**src/wbps_pkg.sv**
```systemverilog
// Shared types and constants of the wildcard byte pattern scanner.
// No dependencies.
`timescale 1ns / 1ps

package wbps_pkg;

    localparam int PAT_BYTES  = 16;   // pattern bytes held in the registers
    localparam int CFG_ADDR_W = 3;
    localparam int CFG_DATA_W = 64;
    localparam int LEN_W      = 5;
    localparam int OFFSET_W   = 32;

    // register indexes
    localparam logic [CFG_ADDR_W-1:0] CFG_VALUE_LO = 3'd0;
    localparam logic [CFG_ADDR_W-1:0] CFG_VALUE_HI = 3'd1;
    localparam logic [CFG_ADDR_W-1:0] CFG_MODE     = 3'd2;
    localparam logic [CFG_ADDR_W-1:0] CFG_LENGTH   = 3'd3;

    // per-byte compare modes
    localparam logic [1:0] MODE_EXACT = 2'd0;
    localparam logic [1:0] MODE_HIGH  = 2'd1;
    localparam logic [1:0] MODE_LOW   = 2'd2;
    localparam logic [1:0] MODE_ANY   = 2'd3;

    typedef struct packed {
        logic [8*PAT_BYTES-1:0] pat_value;  // byte i at bits 8i+7:8i
        logic [2*PAT_BYTES-1:0] pat_mode;   // byte i at bits 2i+1:2i
        logic [LEN_W-1:0]       pat_len;    // clamped, 1..PATTERN_MAX
    } t_cfg;

endpackage

```
**src/wildcard_byte_pattern_scanner_top.sv**
```systemverilog
// Wildcard byte pattern scanner, top level: stream ports, window and counters.
// Depends on wbps_pkg, wbps_cfg, wbps_match.
`timescale 1ns / 1ps

// One region byte is taken per clock cycle unless the input side stalls; a match
// shows on the result port in the cycle after the transaction carrying its last
// byte, with the region offset of its first byte. The window compare for all
// pattern bytes runs in parallel in the transaction's cycle. The input side
// stalls only while the output register holds a match not taken downstream.
// Configuration must be written only while the stream is idle; nothing enforces it.

module wildcard_byte_pattern_scanner_top import wbps_pkg::*; #(
    parameter int PATTERN_MAX   = 16,
    parameter int POSITION_BITS = 32
) (
    input  logic                  i_clk,
    input  logic                  i_rst_n,
    input  logic                  i_s_tvalid,
    output logic                  o_s_tready,
    input  logic [7:0]            i_s_tdata,    // [7:0] data_byte
    input  logic                  i_s_tuser,    // [0] region_start
    output logic                  o_m_tvalid,
    input  logic                  i_m_tready,
    output logic [OFFSET_W-1:0]   o_m_tdata,    // [31:0] match_offset
    input  logic                  i_cfg_we,
    input  logic [CFG_ADDR_W-1:0] i_cfg_addr,
    input  logic [CFG_DATA_W-1:0] i_cfg_wdata
);

    localparam int DIFF_W = (POSITION_BITS > OFFSET_W) ? POSITION_BITS : OFFSET_W;
    localparam logic [POSITION_BITS-1:0] POS_MAX = {POSITION_BITS{1'b1}};

    t_cfg cfg;

    logic [7:0]               r_win [PATTERN_MAX];
    logic [7:0]               n_win [PATTERN_MAX];
    logic [POSITION_BITS-1:0] r_pos;
    logic [POSITION_BITS-1:0] n_pos;
    logic [POSITION_BITS-1:0] pos_base;
    logic [LEN_W-1:0]         r_sup;
    logic [LEN_W-1:0]         n_sup;
    logic [LEN_W-1:0]         sup_base;
    logic                     r_out_valid;
    logic [OFFSET_W-1:0]      r_out_data;
    logic [DIFF_W-1:0]        offset;
    logic                     s_fire;
    logic                     win_hit;
    logic                     hit;

    wbps_cfg #(
        .PATTERN_MAX (PATTERN_MAX)
    ) u_cfg (
        .i_clk       (i_clk),
        .i_rst_n     (i_rst_n),
        .i_cfg_we    (i_cfg_we),
        .i_cfg_addr  (i_cfg_addr),
        .i_cfg_wdata (i_cfg_wdata),
        .o_cfg       (cfg)
    );

    wbps_match #(
        .PATTERN_MAX (PATTERN_MAX)
    ) u_match (
        .i_win (n_win),
        .i_cfg (cfg),
        .o_hit (win_hit)
    );

    assign o_s_tready = !r_out_valid || i_m_tready;
    assign s_fire     = i_s_tvalid && o_s_tready;

    // next window: region start clears the old bytes before the shift
    always_comb begin
        n_win[0] = i_s_tdata;
        for (int i = 1; i < PATTERN_MAX; i++) begin
            n_win[i] = i_s_tuser ? 8'd0 : r_win[i-1];
        end
    end

    always_comb begin
        pos_base = i_s_tuser ? '0 : r_pos;
        sup_base = i_s_tuser ? '0 : r_sup;
        n_pos    = (pos_base == POS_MAX) ? pos_base : pos_base + POSITION_BITS'(1);
        hit      = (sup_base == '0) && (n_pos >= POSITION_BITS'(cfg.pat_len)) && win_hit;
        if (sup_base != '0) begin
            n_sup = sup_base - LEN_W'(1);
        end else if (hit) begin
            n_sup = cfg.pat_len - LEN_W'(1);
        end else begin
            n_sup = '0;
        end
        offset = DIFF_W'(n_pos) - DIFF_W'(cfg.pat_len);
    end

    always_ff @(posedge i_clk) begin
        if (!i_rst_n) begin
            r_pos <= '0;
            r_sup <= '0;
            for (int i = 0; i < PATTERN_MAX; i++) begin
                r_win[i] <= 8'd0;
            end
        end else if (s_fire) begin
            r_pos <= n_pos;
            r_sup <= n_sup;
            r_win <= n_win;
        end
    end

    always_ff @(posedge i_clk) begin
        if (!i_rst_n) begin
            r_out_valid <= 1'b0;
        end else if (s_fire && hit) begin
            r_out_valid <= 1'b1;
        end else if (i_m_tready) begin
            r_out_valid <= 1'b0;
        end
    end

    always_ff @(posedge i_clk) begin
        if (s_fire && hit) begin
            r_out_data <= offset[OFFSET_W-1:0];
        end
    end

    assign o_m_tvalid = r_out_valid;
    assign o_m_tdata  = r_out_data;

endmodule

```
**src/wbps_cfg.sv**
```systemverilog
// Configuration registers and active pattern length clamp.
// Depends on wbps_pkg.
`timescale 1ns / 1ps

module wbps_cfg import wbps_pkg::*; #(
    parameter int PATTERN_MAX = 16
) (
    input  logic                  i_clk,
    input  logic                  i_rst_n,
    input  logic                  i_cfg_we,
    input  logic [CFG_ADDR_W-1:0] i_cfg_addr,
    input  logic [CFG_DATA_W-1:0] i_cfg_wdata,
    output t_cfg                  o_cfg
);

    logic [63:0]      r_value_lo;
    logic [63:0]      r_value_hi;
    logic [31:0]      r_mode;
    logic [LEN_W-1:0] r_len;
    logic [LEN_W-1:0] len_act;

    always_ff @(posedge i_clk) begin
        if (!i_rst_n) begin
            r_value_lo <= '0;
            r_value_hi <= '0;
            r_mode     <= '0;
            r_len      <= LEN_W'(1);
        end else if (i_cfg_we) begin
            unique case (i_cfg_addr)
                CFG_VALUE_LO: r_value_lo <= i_cfg_wdata;
                CFG_VALUE_HI: r_value_hi <= i_cfg_wdata;
                CFG_MODE:     r_mode     <= i_cfg_wdata[31:0];
                CFG_LENGTH:   r_len      <= i_cfg_wdata[LEN_W-1:0];
                default: ;
            endcase
        end
    end

    always_comb begin
        priority if (r_len == '0) begin
            len_act = LEN_W'(1);
        end else if (r_len > LEN_W'(PATTERN_MAX)) begin
            len_act = LEN_W'(PATTERN_MAX);
        end else begin
            len_act = r_len;
        end
    end

    assign o_cfg.pat_value = {r_value_hi, r_value_lo};
    assign o_cfg.pat_mode  = r_mode;
    assign o_cfg.pat_len   = len_act;

endmodule

```
**src/wbps_match.sv**
```systemverilog
// Parallel window compare: every active pattern byte against its window tap.
// Depends on wbps_pkg.
`timescale 1ns / 1ps

module wbps_match import wbps_pkg::*; #(
    parameter int PATTERN_MAX = 16
) (
    input  logic [7:0] i_win [PATTERN_MAX],   // entry 0 newest
    input  t_cfg       i_cfg,
    output logic       o_hit
);

    localparam int IDX_W = (PATTERN_MAX > 1) ? $clog2(PATTERN_MAX) : 1;

    logic [PATTERN_MAX-1:0] byte_ok;

    function automatic logic byte_match(input logic [7:0] data, input logic [7:0] pat,
                                        input logic [1:0] mode);
        logic res;
        unique case (mode)
            MODE_EXACT: res = (data == pat);
            MODE_HIGH:  res = (data[7:4] == pat[7:4]);
            MODE_LOW:   res = (data[3:0] == pat[3:0]);
            MODE_ANY:   res = 1'b1;
            default:    res = 1'b1;
        endcase
        return res;
    endfunction

    for (genvar i = 0; i < PATTERN_MAX; i++) begin : g_lane
        logic [LEN_W-1:0] back;
        // pattern byte i sits len-1-i places behind the newest byte
        always_comb begin
            back = i_cfg.pat_len - LEN_W'(i) - LEN_W'(1);
            if (LEN_W'(i) >= i_cfg.pat_len) begin
                byte_ok[i] = 1'b1;
            end else begin
                byte_ok[i] = byte_match(i_win[back[IDX_W-1:0]],
                                        i_cfg.pat_value[8*i +: 8],
                                        i_cfg.pat_mode[2*i +: 2]);
            end
        end
    end

    assign o_hit = &byte_ok;

endmodule

```
**config.mk**
```make
export PLATFORM = sky130hd
export DESIGN_NAME = wildcard_byte_pattern_scanner_top
export DESIGN_NICKNAME = d
export VERILOG_FILES = /design/src/wbps_pkg.sv /design/src/wildcard_byte_pattern_scanner_top.sv /design/src/wbps_cfg.sv /design/src/wbps_match.sv
export SDC_FILE = /design/constraint.sdc
export NUM_CORES = 1
export LEC_CHECK = 0
export BUFFER_PORTS_ARGS = -buffer_cell sky130_fd_sc_hd__buf_2
export CAP_MARGIN = 10
export CORE_MARGIN = 8
export CORE_UTILIZATION = 57
export DETAILED_ROUTE_END_ITERATION = 8
export PLACE_DENSITY_LB_ADDON = 0.1
export SYNTH_ARGS = -nofsm -noshare
export SYNTH_HDL_FRONTEND = slang
export SYNTH_SLANG_ARGS = --single-unit
```
**constraint.sdc**
```tcl
create_clock -name i_clk -period 12.2 [get_ports i_clk]
set_input_delay 0 -clock i_clk [delete_from_list [all_inputs] [get_ports i_clk]]
set_output_delay 0 -clock i_clk [all_outputs]
set_load 0.02 [all_outputs]
```
==> results.py <==
metrics = {
    "pwr": {
        "p_clk_frac": 0.438,
        "p_sw_frac": 0.281,
        "seqPwrFrac": 0.420,
        "p_int_w": 0.00209,
        "powerDensity_nw_per_um2": 99.6,
        "power_leakage_nw": 10.3,
        "power_switching_w": 0.000817,
        "ir_drop_mv": 0.148,
        "power_frac_comb": 0.142,
    },
    "clock_network": {
        "cts_tree": "yes",
        "cts_buffer_depth": 3,
        "cts_sinks": 355,
        "clk_pin_slew_ps": 60,
        "cts_buffers": 40,
        "ctsRootBufferMaster": "clkbuf_16",
        "cts_max_level": 2,
        "insertion_delay_ps": 580,
    },
    "global_route": {
        "grt.total_usage": 0.400,
        "grt_max_degree": 148,
        "grt_pass1_vias": 25300,
        "grt_pass1_wl_um": 163000,
        "antenna_found_initial": 7,
        "grt.overflow.total": 0,
    },
    "finish": {
        "layout.nets": 3417,
        "drive_gt1_frac": 0.122,
        "syn_to_final_growth_pct": 10.6,
        "utilization": 0.632,
    },
    "synth": {
        "synth_largest_area_cell": "dfxtp_1",
        "synthArstFlopShare": 0,
        "synth_fp_nets": 3398,
        "yosysWarnings": 0,
        "yosysTopAreaCellShare": 0.245,
        "synth_cell_type_count": 93,
        "synth_commonest_cells": "nand2_1, a21oi_1, dfxtp_1",
        "synthTopCellsByArea": "dfxtp_1, nand2_1, mux2i_1",
        "synth_edf_count": 32,
        "ys_seq_area_frac": 0.281,
        "synth.most_common_cell": "nand2_1",
        "syn_inst": 3294,
        "syn-mean-instance-area_um2": 8.01,
        "ys_seq_elements": 355,
        "synthFlopType": "dfxtp_1",
        "syn_area_um2": 26400,
    },
    "worst_setup_path": {
        "critPathLaunchType": "flip-flop",
        "slowest_stage": "dfxtp_1",
        "crit_start": "u_cfg.r_len[1]$_SDFFE_PN0P_",
        "critPathMaxFanout": 40,
        "crit_path_end_kind": "flip-flop",
        "cp.required_ps": 12420,
        "crit_arrival_ps": 8430,
        "slowest_delay_ps": 1030,
        "worstPathCellList": "nand2b_4, inv_2, ha_1, or2_1, buf_4, a21oi_4, buf_4, mux2i_1, a2111oi_0, mux2i_1, xnor2_1, o21ai_0, o311ai_0, nor4_1, nand4_2, nor3_2, buf_4",
        "path_common_cell": "buf_4",
        "reg2reg_from": "u_cfg.r_len[1]$_SDFFE_PN0P_",
        "path_class": "flip-flop to flip-flop",
    },
    "detailed_routing": {
        "drc": 0,
        "viasPerCell": 6.84,
        "wl_per_cell_um": 28.1,
        "final_antenna_net_count": 0,
        "dr.pass1.iters": 9,
        "routed_wl_um": 111000,
        "vias": 27100,
        "drtIter0Drc": 4106,
    },
    "sta": {
        "max-slew-margin-rel": 0.136,
        "rsz0062_at_grt": "false",
        "fin_tns_setup_ps": 0,
        "finalCritPeriodShare": 0.673,
        "clock_skew_ps": 16.2,
        "finalMaxSlewViolations": 0,
        "fmax_mhz": 122,
        "fin_crit_ps": 8210,
        "setup_violations": 0,
        "hold_viol": 0,
        "worstMarginPinSlew_ps": 1300,
    },
    "flow_run": {
        "maxCapViolCount": 0,
    },
    "floorplan": {
        "initial_core_util": 0.572,
        "die_area_um2": 53400,
        "core-area_um2": 46200,
        "die_y_um": 231,
        "boundaryPins": 115,
        "rows": 79,
        "die_x_um": 231,
    },
    "worst_hold_path": {
        "hp-class": "input port to flip-flop",
        "worstHoldStart": "i_cfg_addr[2]",
    },
    "run_status": {
        "status": "completed",
    },
    "placement": {
        "hpwlAfterDp_um": 80900,
        "port-buffer-count": 114,
        "gp_congestion": 1.14,
    },
}
placed cells by master (no fill, tap or decap), drive strengths merged, types with 11 or more instances in the layout:
cell / n
nor2b: 125
nor4: 31
nand4: 22
dlygate4sd3: 76
or2: 11
a2111oi: 69
clkinv: 13
nor3: 31
nand3: 39
inv: 60
a211oi: 63
o21ai: 42
nand2: 726
o22ai: 58
o2111ai: 13
buf: 168
nor2: 174
mux2: 21
dfxtp: 323
clkbuf: 51
a22oi: 11
o211ai: 13
edfxtp: 32
and3: 19
xor2: 73
ha: 22
a31oi: 13
mux2i: 223
xnor2: 112
mux4: 102
a21oi: 354
nand2b: 72
power by group through the flow:
stage	registers, W	logic, W	clock network (W)
global route	0.00122	0.000433	0.00133
global placement	0.00124	0.000373	0
finish	0.00122	0.000414	0.00127
floorplan	0.00124	0.000257	0
CTS	0.00122	0.000399	0.00128
detailed placement	0.00124	0.000378	0
routing by layer:
layer / track usage / share of wire / routed length (um)
met1: 0.504 / 0.37 / 41400
met2: 0.601 / 0.43 / 47800
met3: 0.105 / 0.12 / 13100
met4: 0.262 / 0.079 / 8780
met5: 0 / 0.00022 / 24
per-stage QoR:
| stage | std cells | hold slack [ps] | setup WS [ps] | area, um^2 | power [W] |
|---|---|---|---|---|---|
| floorplan | 3294 | 61.9 | 4560 | 26400 | 0.00149 |
| global placement | 3800 | 253 | 4240 | 27000 | 0.00162 |
| global route | 3953 | 110 | 3870 | 29200 | 0.00298 |
| finish | 3958 | 54.7 | 3990 | 29200 | 0.00291 |
| CTS | 3949 | 29.4 | 4090 | 29200 | 0.00290 |
| detailed placement | 3800 | 260 | 4090 | 27000 | 0.00162 |
cell families after synthesis:
group,share of synthesized area
DFF,0.281
AOI/OAI and AO/OA,0.184
and+or+nand+nor,0.225
xor gates and xnor gates,0.0617
adders and majority gates,0.0112
buffers and inverters,0.0544
muxes,0.181
sequential cells by signal, summed over array words and instances, names as in the netlist:
| name | cells |
|---|---|
| u_cfg.r_mode | 32 |
| r_win | 120 |
| o_m_tdata | 32 |
| u_cfg.r_len | 5 |
| o_m_tvalid | 1 |
| u_cfg.r_value_hi | 64 |
| r_pos | 32 |
| r_sup | 5 |
| u_cfg.r_value_lo | 64 |
critical path, delay by kind of cell, from the launching register on:
family / cells / cell delay, ps
mux: 2 / 390
flops: 1 / 1030
xor+xnor: 1 / 170
compound gates: 4 / 2030
buf+inv: 4 / 1800
fa+ha+maj: 1 / 450
simple gates: 5 / 1890
final cells by class:
cell class | count | area [um^2]
multi-input combinational | 2612 | 17600
fill | 3898 | 17000
sequential | 355 | 7430
timing repair buffer | 246 | 1770
clock buffer | 49 | 1090
tap | 607 | 759
clock inverter | 24 | 287
inverter | 58 | 228
antenna | 7 | 17.5
path summary, 6_finish.rpt:
kind / to / slack [ps] / cells after the start
max: o_m_tdata[19]$_DFFE_PP_ / 3990 / 17
max reg2reg: o_m_tdata[19]$_DFFE_PP_ / 3990 / 17
min: u_cfg.r_len[0]$_SDFFE_PN1P_ / 50 / 4
min reg2reg: r_win[112]$_SDFFE_PN0P_ / 450 / 2
what timing repair did:
item,in CTS,in global routing
hold buffers,76,0
resized for setup,0,0
hold endpoints to repair,186,0
setup buffers,0,0
Note: power is estimated with default switching activity, not from simulation.
